**config.mk**
```make
export PLATFORM = sky130hd
export DESIGN_NAME = char_lcd_nibble_write_sequencer_core
export DESIGN_NICKNAME = d
export VERILOG_FILES = /design/src/lcdnws_pkg.sv /design/src/lcdnws_front.sv /design/src/lcdnws_back.sv /design/src/char_lcd_nibble_write_sequencer_core.sv
export VERILOG_INCLUDE_DIRS = /design/src /design/src/src
export SDC_FILE = /design/constraint.sdc
export NUM_CORES = 1
export LEC_CHECK = 0
export ABC_CLOCK_PERIOD_IN_PS = 2550
export CAP_MARGIN = 0
export CORE_AREA = 2 2 103 105
export DETAILED_ROUTE_END_ITERATION = 10
export DIE_AREA = 0 0 105 107
export DONT_BUFFER_PORTS = 1
export SETUP_SLACK_MARGIN = 0.05
export SLEW_MARGIN = 40
export SYNTH_ARGS = -nofsm -noshare
export SYNTH_HDL_FRONTEND = slang
export SYNTH_SLANG_ARGS = --single-unit
```
**constraint.sdc**
```tcl
create_clock -name i_clk -period 2.55 [get_ports i_clk]
set_input_delay 0.3825 -clock i_clk [delete_from_list [all_inputs] [get_ports i_clk]]
set_output_delay 0.3825 -clock i_clk [all_outputs]
set_load 0.005 [all_outputs]
```
**src/char_lcd_nibble_write_sequencer_core_macros.svh**
```systemverilog
// Assertion macros used by the sequencer core.
`ifndef CHAR_LCD_NIBBLE_WRITE_SEQUENCER_CORE_MACROS_SVH
`define CHAR_LCD_NIBBLE_WRITE_SEQUENCER_CORE_MACROS_SVH

`ifndef SYNTHESIS
// The consequent must hold in the same cycle as the antecedent.
`define LCDNWS_ASSERT_SAME(lbl, clk, rstn, ante, cons, msg) \
    lbl: assert property (@(posedge clk) disable iff (!(rstn)) (ante) |-> (cons)) \
        else $error(msg);
// The consequent must hold in the cycle after the antecedent.
`define LCDNWS_ASSERT_NEXT(lbl, clk, rstn, ante, cons, msg) \
    lbl: assert property (@(posedge clk) disable iff (!(rstn)) (ante) |=> (cons)) \
        else $error(msg);
`else
`define LCDNWS_ASSERT_SAME(lbl, clk, rstn, ante, cons, msg)
`define LCDNWS_ASSERT_NEXT(lbl, clk, rstn, ante, cons, msg)
`endif

`endif

```
**src/lcdnws_pkg.sv**
```systemverilog
`default_nettype none
package lcdnws_pkg;

    // Operation codes of an incoming request.
    localparam logic [1:0] OP_CMD    = 2'd0;
    localparam logic [1:0] OP_CHAR   = 2'd1;
    localparam logic [1:0] OP_INIT   = 2'd2;
    localparam logic [1:0] OP_UNUSED = 2'd3;

    // Configuration register indexes.
    localparam int         CFG_IDX_W      = 1;
    localparam logic [0:0] CFG_DISPLAY_ON = 1'd0;
    localparam logic [0:0] CFG_CLEAR      = 1'd1;

    // Reset values of the configuration registers.
    localparam logic [7:0] DISPLAY_ON_RESET = 8'd12;
    localparam logic [7:0] CLEAR_RESET      = 8'd1;

    // Hold times in delay units.
    localparam int          HOLD_W    = 13;
    localparam logic [12:0] HOLD_BYTE = 13'd200;
    localparam logic [12:0] HOLD_NIB  = 13'd201;
    localparam logic [12:0] HOLD_EDGE = 13'd1;
    localparam logic [12:0] HOLD_NONE = 13'd0;
    localparam logic [12:0] HOLD_WAIT = 13'd5000;
    localparam logic [12:0] HOLD_WAKE = 13'd1000;

    // Classified request as it travels through the queue.
    typedef struct packed {
        logic       is_init;
        logic       sel;
        logic [7:0] value;
    } t_req;

    // Head of the request queue as seen by the back end.
    typedef struct packed {
        logic valid;
        t_req req;
    } t_qhead;

    // One pin setting.
    typedef struct packed {
        logic        select_line;
        logic        rw_line;
        logic        enable_line;
        logic [3:0]  data_nibble;
        logic [12:0] hold_units;
        logic        last;
    } t_setting;

endpackage
`default_nettype wire

```
**src/lcdnws_front.sv**
```systemverilog
`default_nettype none
module lcdnws_front #(
    parameter int QDEPTH = 2
) (
    input  wire                 i_clk,
    input  wire                 i_rst_n,
    input  wire                 i_in_valid,
    output logic                o_in_ready,
    input  wire  [1:0]          i_operation,
    input  wire  [7:0]          i_byte_value,
    output lcdnws_pkg::t_qhead  o_head,
    input  wire                 i_pop
);
    import lcdnws_pkg::*;

    localparam int PW = (QDEPTH > 1) ? $clog2(QDEPTH) : 1;
    localparam int CW = $clog2(QDEPTH + 1);

    t_req          r_mem [QDEPTH];
    logic [PW-1:0] r_wr;
    logic [PW-1:0] r_rd;
    logic [CW-1:0] r_count;
    logic [PW-1:0] n_wr;
    logic [PW-1:0] n_rd;
    logic          accept;
    logic          push;
    logic          pop;
    t_req          new_req;

    // A request is taken whenever the queue has room.
    assign o_in_ready = (r_count != CW'(QDEPTH));
    assign accept     = i_in_valid && o_in_ready;
    // The unused operation code is taken and dropped here.
    assign push       = accept && (i_operation != OP_UNUSED);
    assign pop        = i_pop && (r_count != '0);

    // Classify the request for the back end.
    always_comb begin
        new_req.is_init = (i_operation == OP_INIT);
        new_req.sel     = (i_operation == OP_CHAR);
        new_req.value   = i_byte_value;
    end

    // Pointer wrap for any queue depth.
    assign n_wr = (r_wr == PW'(QDEPTH - 1)) ? '0 : r_wr + PW'(1);
    assign n_rd = (r_rd == PW'(QDEPTH - 1)) ? '0 : r_rd + PW'(1);

    // Queue storage.
    always_ff @(posedge i_clk) begin
        if (push) begin
            r_mem[r_wr] <= new_req;
        end
    end

    // Queue pointers and fill count.
    always_ff @(posedge i_clk) begin
        if (!i_rst_n) begin
            r_wr    <= '0;
            r_rd    <= '0;
            r_count <= '0;
        end else begin
            if (push) begin
                r_wr <= n_wr;
            end
            if (pop) begin
                r_rd <= n_rd;
            end
            case ({push, pop})
                2'b10:   r_count <= r_count + CW'(1);
                2'b01:   r_count <= r_count - CW'(1);
                default: r_count <= r_count;
            endcase
        end
    end

    assign o_head.valid = (r_count != '0);
    assign o_head.req   = r_mem[r_rd];

endmodule
`default_nettype wire

```
**src/lcdnws_back.sv**
```systemverilog
`default_nettype none
module lcdnws_back (
    input  wire                   i_clk,
    input  wire                   i_rst_n,
    input  lcdnws_pkg::t_qhead    i_head,
    output logic                  o_pop,
    input  wire  [7:0]            i_display_on,
    input  wire  [7:0]            i_clear,
    output logic                  o_out_valid,
    input  wire                   i_out_ready,
    output lcdnws_pkg::t_setting  o_setting
);
    import lcdnws_pkg::*;

    // Sub-steps of one byte write.
    localparam logic [2:0] BS_SEL   = 3'd0;
    localparam logic [2:0] BS_HI    = 3'd1;
    localparam logic [2:0] BS_HI_EN = 3'd2;
    localparam logic [2:0] BS_LO    = 3'd3;
    localparam logic [2:0] BS_LO_EN = 3'd4;
    localparam logic [2:0] BS_END   = 3'd5;

    // Steps of the initialization before its two command writes.
    localparam logic [4:0] IS_WAIT     = 5'd0;
    localparam logic [4:0] IS_W0_NIB   = 5'd1;
    localparam logic [4:0] IS_W0_HI    = 5'd2;
    localparam logic [4:0] IS_W0_LO    = 5'd3;
    localparam logic [4:0] IS_W1_NIB   = 5'd4;
    localparam logic [4:0] IS_W1_HI    = 5'd5;
    localparam logic [4:0] IS_W1_LO    = 5'd6;
    localparam logic [4:0] IS_W2_NIB   = 5'd7;
    localparam logic [4:0] IS_W2_HI    = 5'd8;
    localparam logic [4:0] IS_W2_LO    = 5'd9;
    localparam logic [4:0] IS_MODE_NIB = 5'd10;
    localparam logic [4:0] IS_MODE_HI  = 5'd11;
    localparam logic [4:0] IS_MODE_LO  = 5'd12;
    localparam logic [4:0] IS_BYTE0    = 5'd13;
    localparam logic [4:0] IS_BYTE1    = 5'd19;
    localparam logic [4:0] IS_FINAL    = 5'd24;

    localparam logic [3:0] WAKE_BITS = 4'b0011;
    localparam logic [3:0] MODE_KEEP = 4'b1100;
    localparam logic [3:0] MODE_BITS = 4'b0010;

    logic [4:0] r_step;
    logic [3:0] r_data;
    logic       r_sel;
    logic       r_out_valid;
    t_setting   r_setting;

    logic       advance;
    logic       in_byte;
    logic [2:0] bsub;
    logic [7:0] bval;
    logic       bsel;
    logic       blast;
    t_setting   n_setting;

    // One setting leaves per cycle while the output register can take it.
    assign advance = i_head.valid && (!r_out_valid || i_out_ready);

    // Map the step onto a byte write where one is in progress.
    always_comb begin
        in_byte = 1'b1;
        bsub    = r_step[2:0];
        bval    = i_head.req.value;
        bsel    = i_head.req.sel;
        blast   = 1'b1;
        if (i_head.req.is_init) begin
            bsel  = 1'b0;
            blast = 1'b0;
            if (r_step >= IS_BYTE1) begin
                bsub  = 3'(r_step - IS_BYTE1);
                bval  = i_clear;
                blast = (r_step == IS_FINAL);
            end else if (r_step >= IS_BYTE0) begin
                bsub = 3'(r_step - IS_BYTE0);
                bval = i_display_on;
            end else begin
                in_byte = 1'b0;
            end
        end
    end

    // Build the pin setting of this step.
    always_comb begin
        n_setting.select_line = r_sel;
        n_setting.rw_line     = 1'b0;
        n_setting.enable_line = 1'b0;
        n_setting.data_nibble = r_data;
        n_setting.hold_units  = HOLD_NONE;
        n_setting.last        = 1'b0;
        if (in_byte) begin
            case (bsub)
                BS_SEL: begin
                    n_setting.select_line = bsel;
                    n_setting.hold_units  = HOLD_BYTE;
                end
                BS_HI: begin
                    n_setting.data_nibble = bval[7:4];
                    n_setting.hold_units  = HOLD_NIB;
                end
                BS_HI_EN, BS_LO_EN: begin
                    n_setting.enable_line = 1'b1;
                    n_setting.hold_units  = HOLD_EDGE;
                end
                BS_LO: begin
                    n_setting.data_nibble = bval[3:0];
                    n_setting.hold_units  = HOLD_NIB;
                end
                BS_END: begin
                    n_setting.last = blast;
                end
                default: begin
                    n_setting.hold_units = HOLD_NONE;
                end
            endcase
        end else begin
            case (r_step)
                IS_WAIT: begin
                    n_setting.select_line = 1'b0;
                    n_setting.hold_units  = HOLD_WAIT;
                end
                IS_W0_NIB, IS_W1_NIB, IS_W2_NIB: begin
                    n_setting.data_nibble = r_data | WAKE_BITS;
                    n_setting.hold_units  = HOLD_EDGE;
                end
                IS_W0_HI, IS_W1_HI, IS_W2_HI, IS_MODE_HI: begin
                    n_setting.enable_line = 1'b1;
                    n_setting.hold_units  = HOLD_EDGE;
                end
                IS_W0_LO, IS_W1_LO, IS_W2_LO: begin
                    n_setting.hold_units = HOLD_WAKE;
                end
                IS_MODE_NIB: begin
                    n_setting.data_nibble = (r_data & MODE_KEEP) | MODE_BITS;
                    n_setting.hold_units  = HOLD_EDGE;
                end
                IS_MODE_LO: begin
                    n_setting.hold_units = HOLD_NONE;
                end
                default: begin
                    n_setting.hold_units = HOLD_NONE;
                end
            endcase
        end
    end

    // The request leaves the queue with its final setting.
    assign o_pop = advance && n_setting.last;

    // Step counter, kept pin levels and output register valid.
    always_ff @(posedge i_clk) begin
        if (!i_rst_n) begin
            r_step      <= '0;
            r_data      <= '0;
            r_sel       <= 1'b0;
            r_out_valid <= 1'b0;
        end else if (advance) begin
            r_out_valid <= 1'b1;
            r_data      <= n_setting.data_nibble;
            r_sel       <= n_setting.select_line;
            r_step      <= n_setting.last ? '0 : r_step + 5'd1;
        end else if (i_out_ready) begin
            r_out_valid <= 1'b0;
        end
    end

    // Output payload register.
    always_ff @(posedge i_clk) begin
        if (advance) begin
            r_setting <= n_setting;
        end
    end

    assign o_out_valid = r_out_valid;
    assign o_setting   = r_setting;

endmodule
`default_nettype wire

```
**src/char_lcd_nibble_write_sequencer_core.sv**
```systemverilog
`default_nettype none
// Four-bit character LCD write sequencer. A command or character request turns
// into six pin settings and an initialize request into 25, each leaving at one
// setting per cycle from the back-end step counter while the output register
// is free. A queue of QDEPTH classified requests lets the input side keep
// taking requests while settings are still going out; operation code 3 is
// taken and discarded without any setting. Hold times are in delay units for
// a downstream pin timer, not in clock cycles.
module char_lcd_nibble_write_sequencer_core #(
    parameter int QDEPTH = 2
) (
    input  wire                          i_clk,
    input  wire                          i_rst_n,
    input  wire                          i_in_valid,
    output logic                         o_in_ready,
    input  wire  [1:0]                   i_operation,
    input  wire  [7:0]                   i_byte_value,
    output logic                         o_out_valid,
    input  wire                          i_out_ready,
    output logic                         o_select_line,
    output logic                         o_rw_line,
    output logic                         o_enable_line,
    output logic [3:0]                   o_data_nibble,
    output logic [12:0]                  o_hold_units,
    output logic                         o_last,
    input  wire                          i_cfg_we,
    input  wire  [lcdnws_pkg::CFG_IDX_W-1:0] i_cfg_index,
    input  wire  [7:0]                   i_cfg_data
);
    import lcdnws_pkg::*;

`include "char_lcd_nibble_write_sequencer_core_macros.svh"

    logic [7:0] r_display_on;
    logic [7:0] r_clear;
    t_qhead     head;
    logic       pop;
    t_setting   setting;

    // Configuration registers.
    always_ff @(posedge i_clk) begin
        if (!i_rst_n) begin
            r_display_on <= DISPLAY_ON_RESET;
            r_clear      <= CLEAR_RESET;
        end else if (i_cfg_we) begin
            case (i_cfg_index)
                CFG_DISPLAY_ON: r_display_on <= i_cfg_data;
                CFG_CLEAR:      r_clear      <= i_cfg_data;
                default:        r_clear      <= r_clear;
            endcase
        end
    end

    // Request intake and queue.
    lcdnws_front #(
        .QDEPTH(QDEPTH)
    ) u_front (
        .i_clk        (i_clk),
        .i_rst_n      (i_rst_n),
        .i_in_valid   (i_in_valid),
        .o_in_ready   (o_in_ready),
        .i_operation  (i_operation),
        .i_byte_value (i_byte_value),
        .o_head       (head),
        .i_pop        (pop)
    );

    // Pin setting sequencer.
    lcdnws_back u_back (
        .i_clk        (i_clk),
        .i_rst_n      (i_rst_n),
        .i_head       (head),
        .o_pop        (pop),
        .i_display_on (r_display_on),
        .i_clear      (r_clear),
        .o_out_valid  (o_out_valid),
        .i_out_ready  (i_out_ready),
        .o_setting    (setting)
    );

    assign o_select_line = setting.select_line;
    assign o_rw_line     = setting.rw_line;
    assign o_enable_line = setting.enable_line;
    assign o_data_nibble = setting.data_nibble;
    assign o_hold_units  = setting.hold_units;
    assign o_last        = setting.last;

    // A request never ends with the enable strobe high, and its end holds nothing.
    `LCDNWS_ASSERT_SAME(a_last_enable_low, i_clk, i_rst_n, o_out_valid && o_enable_line, !o_last, "final setting with enable high")
    `LCDNWS_ASSERT_SAME(a_last_hold_zero, i_clk, i_rst_n, o_out_valid && o_last, o_hold_units == HOLD_NONE, "final setting with nonzero hold")
    // Settings of one request follow each other without a gap.
    `LCDNWS_ASSERT_NEXT(a_no_gap, i_clk, i_rst_n, o_out_valid && i_out_ready && !o_last, o_out_valid, "gap inside a request")

endmodule
`default_nettype wire
```
==> out/metrics.cfg, run 1 <==
[clock_tree]
cts_tree = done
cts_buffer_depth = 2
h-tree-depth = 3
clock-sinks = 65
cts_hold_buf = 0
numCtsBuffers = 9
clk_latency_ns = 0.36
clock-root-buffer = clkbuf_8
clk_pin_slew_worst_paths_ns = 0.08

[yosys]
synth.area.mux_share = 0.0481
synth-edff-count = 33
synth_compound_area_frac = 0.202
ys_ff_latch = 65
syn_inst = 340
synth.avg_cell_area_sq_um = 9.87
seq_area_frac_synth = 0.486
synth-simple-area-share = 0.167
synth_top_family_by_area = compound AO/OA/AOI/OAI gates
synthAdderAreaFrac = 0.0224
async_flop_share = 0
synth-xor-area-share = 0.0104
ys_warn_count = 0
synth_cell_type_count = 65
syn-cell-area_sq_um = 3360
ys.flop_type = edfxtp_1

[routing]
drt-total-wl_mm = 8.04
drt_iter0_markers = 121
wl_per_cell_um = 16.0
dr.pass1.iters = 4
drc_errors = 0
viasPerCell = 5.35
dr_total_vias = 2690
ant_nets = 0

[critical_path]
crit_path_max_fanout = 7
reg2reg_depth = 6
worstSetupStartpointType = register
worstPathBufferInverterCount = 1
crit_required_ns = 2.65
worstSetupPathType = register to register
path_cells = inv_1, ha_1, o41ai_4, a221o_1, and3_1, mux2_2
cp_top_family = compound AO/OA/AOI/OAI gates
reg2reg_to = u_back.o_setting[17]
ff2ff_setup_slack_ns = 0.19
cpPeakStageDelay_ns = 0.41
crit_slowest_cell = dfxtp_2
endpoint_kind = register
critPathArrivalTime_ns = 2.47
rr_startpoint = u_back.r_step[0]

[sta]
timing.setup.tns_ns = 0
post-route-period-util = 0.927
layout_setup_ws_ns = 0.187
period_needed_ns = 2.36
setup_viol = 0
hold_violations = 0
rsz0062_at_grt = yes
max_slew.worst_pin.slew_ns = 0.789
fin_worst_skew_ns = 0.00923
slew_viol_final = 0
slew_headroom = 0.473
fmax_mhz = 423

[layout]
fin_nets = 392
final_common_cell = nand2_1
stdcell_count = 503
antenna_cells = 0
drive_gt1_frac = 0.218
area_growth_pct = 16.7
final_cell_mix = nand2_1 (46), buf_4 (37), edfxtp_1 (33)

[grt]
grt_pass1_wl_mm = 13.4
grt_max_degree = 25
antenna_found_initial = 0
grt_pass1_vias = 2620
track_usage = 0.149
grt_overflow_total = 0

[die]
rows = 37
io_pins = 47
start_util = 0.333
core_sq_um = 10100
die-area_sq_um = 11200
die_x_um = 105
die_h_um = 107

[run]
maxCapViolations = 0

[placement]
post-place-ws_ns = 0.0204
portBuffers = 0
place.gp.congestion = 0.864
place_inst = 483
hpwlAfterDp_mm = 6.00

[worst_hold_path]
hold_path_class = primary input to register
min_from = i_rst_n
hold_end = r_display_on[2]
hold_depth = 1

[power]
p_per_area_nw_per_um2 = 618
power_leakage_nw = 1.43
vdd_drop_max_uv = 383

[status]
outcome = complete, no violations

[sequential cells by signal (all words and copies together), names as in the netlist, named ones only]
signal and cells:
u_back.r_step 5, r_clear 8, u_front.r_count 2, u_back.r_sel 1, u_back.o_out_valid 1, u_front.r_rd 1, u_back.o_setting 13, u_front.r_wr 1
u_back.r_data 4, u_front.r_mem 20, r_display_on 8
[worst reg2reg max path, cell delays in order, from the launching register on]
cell	delay [ns]
dfxtp_2	0.41
inv_1	0.10
ha_1	0.27
o41ai_4	0.38
a221o_1	0.32
and3_1	0.28
mux2_2	0.36
[cell type report]
type	instances	area, sq um
fill	1041	6170
timing repair buffer	37	278
tap	136	170
sequential	65	1640
clock buffer	10	128
clock inverter	6	51.3
multi-input combinational	239	1610
inverter	10	40.0
[power breakdown]
part           switching [W]  internal [W]
clock network       0.000435      0.000364
logic               0.000232      0.000158
registers          0.0000459       0.00119
total               0.000712       0.00171
[per-layer routing]
metal | vias up | part of all wire | global-route usage
met5 | - | 0 | 0
met4 | 0 | 0.015 | 0.0533
met3 | 11 | 0.064 | 0.0450
met2 | 81 | 0.48 | 0.244
met1 | 1302 | 0.44 | 0.186
li1 | 1296 | - | -
[logic make-up after synthesis]
logic type      Yosys count
mux                      14
fa+ha+maj                 6
flops                    65
buf+inv                  41
xor+xnor                  4
simple gates            115
compound gates           94
other cells               1
[per-stage QoR]
step	power, W	hold WS, ns	utilization	area [sq um]
4_1_cts	0.00242	0.0805	0.380	3830
6_report	0.00242	0.0939	0.388	3920
2_1_floorplan	0.00152	0.436	-	3400
3_3_place_gp	0.00161	0.454	0.361	3640
5_1_grt	0.00253	0.0950	0.388	3920
3_5_place_dp	0.00162	0.456	0.361	3640
[how the worst max path moves through the flow]
stage / cells past startpoint / to / slack [ns] / from
CTS: 9 / u_front.r_count[1] / 0.05 / u_back.r_step[0]
detailed placement: 9 / u_front.r_count[1] / 0.02 / u_back.r_step[0]
global placement: 9 / u_front.r_count[1] / 0.04 / u_back.r_step[0]
global route: 11 / u_front.r_count[1] / 0.04 / u_back.r_step[1]
finish: 6 / u_back.o_setting[17] / 0.19 / u_back.r_step[0]
floorplan: 10 / u_front.r_count[1] / 0.06 / u_back.r_step[0]
[repair_timing]
item,CTS,global route
gates resized for setup,2,10
endpoints found under the setup margin,3,3
pin swaps,1,8
setup buffers,1,3
[synthesized netlist by cell type (2+ instances only)]
| master | count | area share |
|---|---|---|
| ha_1 | 6 | 0.022 |
| o31a_1 | 3 | 0.0078 |
| dfxtp_1 | 32 | 0.19 |
| o21a_1 | 4 | 0.0089 |
| a32oi_1 | 5 | 0.013 |
| a21oi_1 | 28 | 0.042 |
| nand2b_1 | 5 | 0.0093 |
| buf_1 | 2 | 0.0022 |
| mux2_2 | 7 | 0.023 |
| buf_6 | 3 | 0.010 |
| o211ai_1 | 3 | 0.0067 |
| nand4_1 | 4 | 0.0075 |
| clkbuf_1 | 14 | 0.016 |
| and2_1 | 2 | 0.0037 |
| inv_1 | 9 | 0.010 |
| nand3_1 | 19 | 0.028 |
| nor2_1 | 15 | 0.017 |
| buf_4 | 9 | 0.020 |
| mux2i_1 | 6 | 0.018 |
| a211oi_1 | 2 | 0.0045 |
| nor4_1 | 2 | 0.0037 |
| a311oi_1 | 2 | 0.0052 |
| nor3_1 | 6 | 0.0089 |
| o22ai_1 | 5 | 0.0093 |
| edfxtp_1 | 33 | 0.30 |
| buf_2 | 3 | 0.0045 |
| nand2_1 | 46 | 0.051 |
| a31oi_1 | 6 | 0.011 |
| a211o_1 | 4 | 0.010 |
| o21ai_0 | 11 | 0.016 |
| nor2b_1 | 5 | 0.0093 |
| or3_1 | 4 | 0.0075 |
| xnor2_1 | 3 | 0.0078 |
Note: power is estimated with default switching activity, not from simulation.
==> inputs of run 2 (changes only) <==
--- a/config.mk
+++ b/config.mk
@@ -8,12 +8,13 @@
 export LEC_CHECK = 0
 export ABC_CLOCK_PERIOD_IN_PS = 2550
 export CAP_MARGIN = 0
-export CORE_AREA = 2 2 103 105
+export CORE_AREA = 2 2 104 106
 export DETAILED_ROUTE_END_ITERATION = 10
-export DIE_AREA = 0 0 105 107
+export DIE_AREA = 0 0 106 108
 export DONT_BUFFER_PORTS = 1
 export SETUP_SLACK_MARGIN = 0.05
 export SLEW_MARGIN = 40
 export SYNTH_ARGS = -nofsm -noshare
 export SYNTH_HDL_FRONTEND = slang
+export SYNTH_HIERARCHICAL = 1
 export SYNTH_SLANG_ARGS = --single-unit
==> run 2 against run 1 <==
  * The run now ends with setup timing left
  * First-iteration DRC count down 28%
  * Synthesized cell count is 1.2% lower
  * Worst hold slack better by 0.025 ns
  * Global-route usage is 0.32 points lower
  * Core utilization grew 3.2 points
  * Final cell count grew 5.6%
  * Die area increased by 1.9%
  * Critical path type unchanged
  * Highest routed layer unchanged
==> out/metrics.cfg, run 2 <==
[critical_path]
cp_top_family = simple AND/OR/NAND/NOR gates
critPathArrivalTime_ns = 2.99  ; +0.52 ns
crit_path_max_fanout = 6  ; -1
worstSetupPathType = register to register
worstSetupStartpointType = register
crit_slowest_cell = dfxtp_4
crit_top_cell = or3_4
endpoint_kind = register
cpPeakStageDelay_ns = 0.39  ; -0.02 ns
crit_required_ns = 2.84  ; +0.19 ns
worstPathBufferInverterCount = 0  ; -1
path_cells = ha_2, nand3b_1, a211o_1, and2_1, or3_4, nor2_2, o21a_2, ha_4, or3_4, a21boi_2

[clock_tree]
clk_pin_slew_worst_paths_ns = 0.08  ; about the same
numCtsBuffers = 9  ; unchanged
clock-root-buffer = clkbuf_8
clk_latency_ns = 0.35  ; about the same
cts_hold_buf = 0  ; unchanged
h-tree-depth = 3  ; unchanged
cts_buffer_depth = 2  ; unchanged
cts_tree = done
clock-sinks = 65  ; unchanged

[routing]
drc_errors = 0  ; unchanged
wl_per_cell_um = 15.4  ; -3.5%
ant_nets = 0  ; unchanged
drt_iter0_markers = 87  ; -28%
viasPerCell = 4.94  ; -7.6%
dr_total_vias = 2624  ; -2.5%
dr.pass1.iters = 4  ; unchanged
drt-total-wl_mm = 8.19  ; +1.9%

[grt]
use_met1 = 0.191  ; +0.00448
busiest_layer = met2
grt_pass1_wl_mm = 12.9  ; -3.6%
antenna_found_initial = 0  ; unchanged
grtUsageMet2 = 0.238  ; -0.00526
grt_pass1_vias = 2564  ; -2.1%
grt_overflow_total = 0  ; unchanged
track_usage = 0.146  ; -0.00317
grtUsageMet3 = 0.0368  ; -0.00822
grt_max_degree = 47  ; +88%

[yosys]
ys_ff_latch = 65  ; unchanged
seq_area_frac_synth = 0.476  ; -0.0105
yosys-top-cells-count = nand2_1 (48), edfxtp_1 (33), dfxtp_1 (32)
synth.avg_cell_area_sq_um = 10.2  ; +3.4%
synth_area_leaders = edfxtp_1 (29%), dfxtp_1 (19%), nand2_1 (5.3%)
ys_warn_count = 6  ; +6
ys.flop_type = edfxtp_1
synth_top_area_frac = 0.289  ; -0.00635
yosysMostFrequentCell = nand2_1
async_flop_share = 0  ; unchanged
synth-edff-count = 33  ; unchanged
syn_inst = 336  ; -1.2%
synth_cell_type_count = 66  ; +1.5%
syn-cell-area_sq_um = 3430  ; +2.2%
synth_top_area_cell = edfxtp_1

[power]
p_sw_w = 0.000727  ; +2.1%
p_total_w = 0.00261  ; +7.7%
combinationalPowerShare = 0.173  ; +0.012
sequentialPowerShare = 0.472  ; -0.037
intPower_w = 0.00188  ; +10%
p_clk_frac = 0.355  ; +0.025
power_switching_share = 0.279  ; -0.0151
p_per_area_nw_per_um2 = 606  ; -2.0%
vdd_drop_max_uv = 249  ; -35%
power_leakage_nw = 1.63  ; +14%

[layout]
fin_nets = 420  ; +7.1%
largest_register_ffs = 20  ; unchanged
final_cell_mix = buf_4 (65), nand2_1 (47), edfxtp_1 (33)
area_growth_pct = 25.4
largest-register = u_front/r_mem
final_util = 0.420  ; +0.0323
final_common_cell = buf_4
drive_gt1_frac = 0.337  ; +0.119
antenna_cells = 0  ; unchanged

[die]
start_util = 0.335  ; +0.00270
core_sq_um = 10200  ; +1.4%
rows = 37  ; unchanged
die_x_um = 106  ; +0.95%
io_pins = 47  ; unchanged
die-area_sq_um = 11400  ; +1.9%
die_h_um = 108  ; +0.93%

[status]
outcome = finished, violations left
failed_checks = setup timing

[sta]
max_slew.worst_pin.slew_ns = 0.536  ; -0.253 ns
slew_headroom = 0.641  ; +0.168
period_needed_ns = 2.71  ; +0.344 ns
hold_violations = 0  ; unchanged
rsz0062_at_grt = yes
fmax_mhz = 369  ; -13%
setup_viol = 4  ; +4
fin_worst_skew_ns = 0.00939  ; +0.000167 ns
post-route-period-util = 1.06  ; +0.135
worst_hold_slack_ns = 0.118  ; +0.0245 ns
slew_viol_final = 0  ; unchanged
layout_setup_ws_ns = -0.158  ; -0.344 ns

[worst_hold_path]
hold_path_class = primary input to register

[placement]
hpwlAfterDp_mm = 5.87  ; -2.1%
place.gp.congestion = 0.887  ; +2.7%
portBuffers = 0  ; unchanged
post-place-ws_ns = -0.281  ; -0.301 ns

[run]
maxCapViolations = 0  ; unchanged

[run 2: layer usage]
metal | routed length (um) | vias up
met4 | 35 | 0
met5 | 0 | -
li1 | - | 1315
met1 | 3930 | 1256
met2 | 3910 | 51
met3 | 321 | 2
[run 2: power groups by stage]
stage | registers [W] | logic (W) | clock network [W]
after floorplan | 0.00124 | 0.000285 | 0
after global placement | 0.00125 | 0.000404 | 0
after detailed placement | 0.00125 | 0.000409 | 0
after CTS | 0.00123 | 0.000426 | 0.000948
after global routing | 0.00124 | 0.000493 | 0.000991
final | 0.00123 | 0.000451 | 0.000924
[run 2: final timing paths]
| check | start | to | slack (ns) | cells past startpoint |
|---|---|---|---|---|
| max | u_back/r_step[0] | u_front/r_count[1] | -0.16 | 10 |
| min | i_byte_value[2] | u_front/r_mem[0][2] | 0.12 | 0 |
| max reg2reg | u_back/r_step[0] | u_front/r_count[1] | -0.16 | 10 |
| min reg2reg | r_clear[3] | r_clear[3] | 0.46 | 2 |
[run 2: timing repair]
action / CTS / global route
cloned: 0 / 0
setup endpoints to repair: 10 / 12
pin swaps: 5 / 6
buffers inserted: 4 / 5
resized for setup: 9 / 17
[run 2: metrics by stage]
stage | area (sq um) | setup TNS [ns] | instances
final | 4300 | -0.250 | 531
after global routing | 4300 | -0.523 | 531
after CTS | 4170 | -0.177 | 526
after detailed placement | 3910 | -0.464 | 506
after global placement | 3910 | -0.252 | 506
after floorplan | 3510 | -0.663 | 341
[run 2: kinds of logic after synthesis]
kind of cell	Yosys count	share of synthesized area
AOI/OAI and AO/OA	64	0.143
other	1	0.00109
xor gates and xnor gates	7	0.0233
buffers and inverters	43	0.0718
adders and majority gates	6	0.0219
and+or+nand+nor	126	0.190
muxes	24	0.0740
DFF	65	0.476
[run 2: cell type report]
type / count / area, sq um
Sequential cell: 65 / 1640
Fill cell: 984 / 5930
Clock buffer: 9 / 124
Multi-Input combinational cell: 233 / 1720
Inverter: 15 / 60.1
Tap cell: 136 / 170
Timing Repair Buffer: 66 / 508
Clock inverter: 7 / 83.8
==> inputs of run 3 (changes only) <==
--- a/config.mk
+++ b/config.mk
@@ -8,10 +8,11 @@
 export LEC_CHECK = 0
 export ABC_CLOCK_PERIOD_IN_PS = 2550
 export CAP_MARGIN = 0
-export CORE_AREA = 2 2 104 106
+export CORE_AREA = 8 8 110 112
 export DETAILED_ROUTE_END_ITERATION = 10
-export DIE_AREA = 0 0 106 108
+export DIE_AREA = 0 0 118 120
 export DONT_BUFFER_PORTS = 1
+export PLACE_DENSITY = 0.53
 export SETUP_SLACK_MARGIN = 0.05
 export SLEW_MARGIN = 40
 export SYNTH_ARGS = -nofsm -noshare
==> run 3 against run 2 <==
  * The run still ends with setup timing left
  * Clock skew is essentially flat
  * Clock power shrank 20%
  * Via count shrank 0.30%
  * Final cell count shrank 1.3%
  * Total power shrank 8.1%
  * Critical path type unchanged
  * Setup slack gained 0.011 ns
  * Global-route usage shrank 2.3 points
  * First-iteration DRC count grew 55%
  * Die area grew 24%
  * Non-clock buffer count shrank 10
  * Sequential power is essentially flat
==> out/metrics.cfg, run 3 (synthesized netlist as in run 2, its figures left out) <==
[layout]
fin_nets = 410  ; -2.4%
final_common_cell = buf_4
largest-register = u_front/r_mem
drive_gt1_frac = 0.302  ; -0.0346
final_cell_mix = buf_4 (54), nand2_1 (46), edfxtp_1 (33)
design_area_sq_um = 4170  ; -3.2%
area_growth_pct = 21.4
antenna_cells = 0  ; unchanged
largest_register_ffs = 20  ; unchanged

[sta]
slew_viol_final = 0  ; unchanged
slew_headroom = 0.654  ; +0.0126
fmax_mhz = 371  ; +0.41%
period_needed_ns = 2.70  ; -0.0110 ns
hold_violations = 0  ; unchanged
layout_setup_ws_ns = -0.147  ; +0.0110 ns
rsz0062_at_grt = yes
fin_worst_skew_ns = 0.00974  ; +0.000347 ns
post-route-period-util = 1.06  ; -0.00433
setup_viol = 2  ; -2
max_slew.worst_pin.slew_ns = 0.517  ; -0.0188 ns

[clock_tree]
numCtsBuffers = 9  ; unchanged
clk_pin_slew_worst_paths_ns = 0.07  ; about the same
clk_latency_ns = 0.33  ; -0.02 ns
cts_buffer_depth = 2  ; unchanged
cts_tree = done
clock-root-buffer = clkbuf_8
clock-sinks = 65  ; unchanged
h-tree-depth = 3  ; unchanged

[worst_hold_path]
hold_depth = 0  ; unchanged
hold_path_class = primary input to register

[placement]
place.gp.congestion = 0.836  ; -5.7%
hpwlAfterDp_mm = 6.26  ; +6.6%
place_area_sq_um = 3870  ; -1.0%
post-place-ws_ns = -0.270  ; +0.0111 ns
portBuffers = 0  ; unchanged

[routing]
dr.pass1.iters = 4  ; unchanged
drc_errors = 0  ; unchanged
ant_nets = 0  ; unchanged
drt-total-wl_mm = 8.38  ; +2.4%
drt_iter0_markers = 135  ; +55%
wl_per_cell_um = 16.0  ; +3.7%
viasPerCell = 4.99  ; +1.0%
dr_total_vias = 2616  ; -0.30%

[grt]
antenna_found_initial = 0  ; unchanged
grt_max_degree = 47  ; unchanged
grt_pass1_vias = 2664  ; +3.9%
track_usage = 0.123  ; -0.0229
grt_overflow_total = 0  ; unchanged
grt_pass1_wl_mm = 13.9  ; +7.8%

[die]
die-area_sq_um = 14200  ; +24%
die_h_um = 120  ; +11%
rows = 38  ; +2.7%
core_sq_um = 10500  ; +2.7%
start_util = 0.327  ; -0.00882
io_pins = 47  ; unchanged
die_x_um = 118  ; +11%

[critical_path]
worstSetupStartpointType = register
critPathArrivalTime_ns = 2.96  ; -0.03 ns
reg2reg_depth = 11  ; +1
crit_path_max_fanout = 5  ; -1
crit_required_ns = 2.82  ; -0.02 ns
endpoint_kind = register
worstSetupPathType = register to register

[run]
maxCapViolations = 0  ; unchanged

[power]
power_leakage_nw = 1.56  ; -4.3%
p_per_area_nw_per_um2 = 575  ; -5.0%
vdd_drop_max_uv = 245  ; -1.5%

[status]
outcome = finished, violations left
failed_checks = setup timing

## run 3: changes by cell type in the layout (fill, tap and decap cells not counted), sizes merged
cell / before / now
clkinv: 0 / 4
bufinv: 1 / 0
buf: 66 / 56
clkbuf: 9 / 11
clkinvlp: 2 / 1
inv: 19 / 14
## run 3: per-layer routing
layer / track usage / up-vias / share of wire
met5: 0 / - / 0
met4: 0.0416 / 0 / 0.012
met3: 0.0413 / 7 / 0.060
met2: 0.190 / 60 / 0.46
met1: 0.158 / 1257 / 0.47
li1: - / 1292 / -
## run 3: layout make-up
cell class	instances	area, sq um
fill	1032	6340
multi-input combinational	233	1710
sequential	65	1640
timing repair buffer	56	428
tap	140	175
clock buffer	11	141
inverter	15	60.1
clock inverter	4	20.0
## run 3: power by group
group          switching, W  internal [W]
combinational      0.000227      0.000196
clock              0.000375      0.000367
sequential        0.0000426       0.00119
## run 3: critical path: stages (launching register included)
cell and delay, ns:
dfxtp_4 0.38, clkinvlp_4 0.12, ha_4 0.31, inv_2 0.04
o32a_1 0.29, o311a_4 0.13, or3_4 0.40, nor2_4 0.09
o21a_4 0.14, ha_4 0.20, or3_4 0.39, a21boi_2 0.13
## run 3: what timing repair did
action                                  CTS  global route
hold endpoints to repair                  0             0
endpoints found under the setup margin    4            10
pin swaps                                 5             2
buffers inserted                          3             3
hold buffers                              0             0
gates resized for setup                   9            14
## run 3: final timing paths
check,from,end,slack (ns)
max,u_back/r_step[0],u_front/r_count[1],-0.15
max reg2reg,u_back/r_step[0],u_front/r_count[1],-0.15
min,i_byte_value[7],u_front/r_mem[0][7],0.14
min reg2reg,r_display_on[5],r_display_on[5],0.46
## run 3: stage by stage
step / hold WS (ns) / util / total power (W) / TNS, ns / cells
5_1_grt: 0.105 / 0.396 / 0.00253 / -0.389 / 524
2_1_floorplan: 0.428 / - / 0.00153 / -0.663 / 341
3_5_place_dp: 0.455 / 0.368 / 0.00165 / -0.325 / 504
3_3_place_gp: 0.446 / 0.368 / 0.00164 / -0.155 / 504
4_1_cts: 0.125 / 0.389 / 0.00241 / -0.241 / 522
6_report: 0.145 / 0.396 / 0.00240 / -0.203 / 524
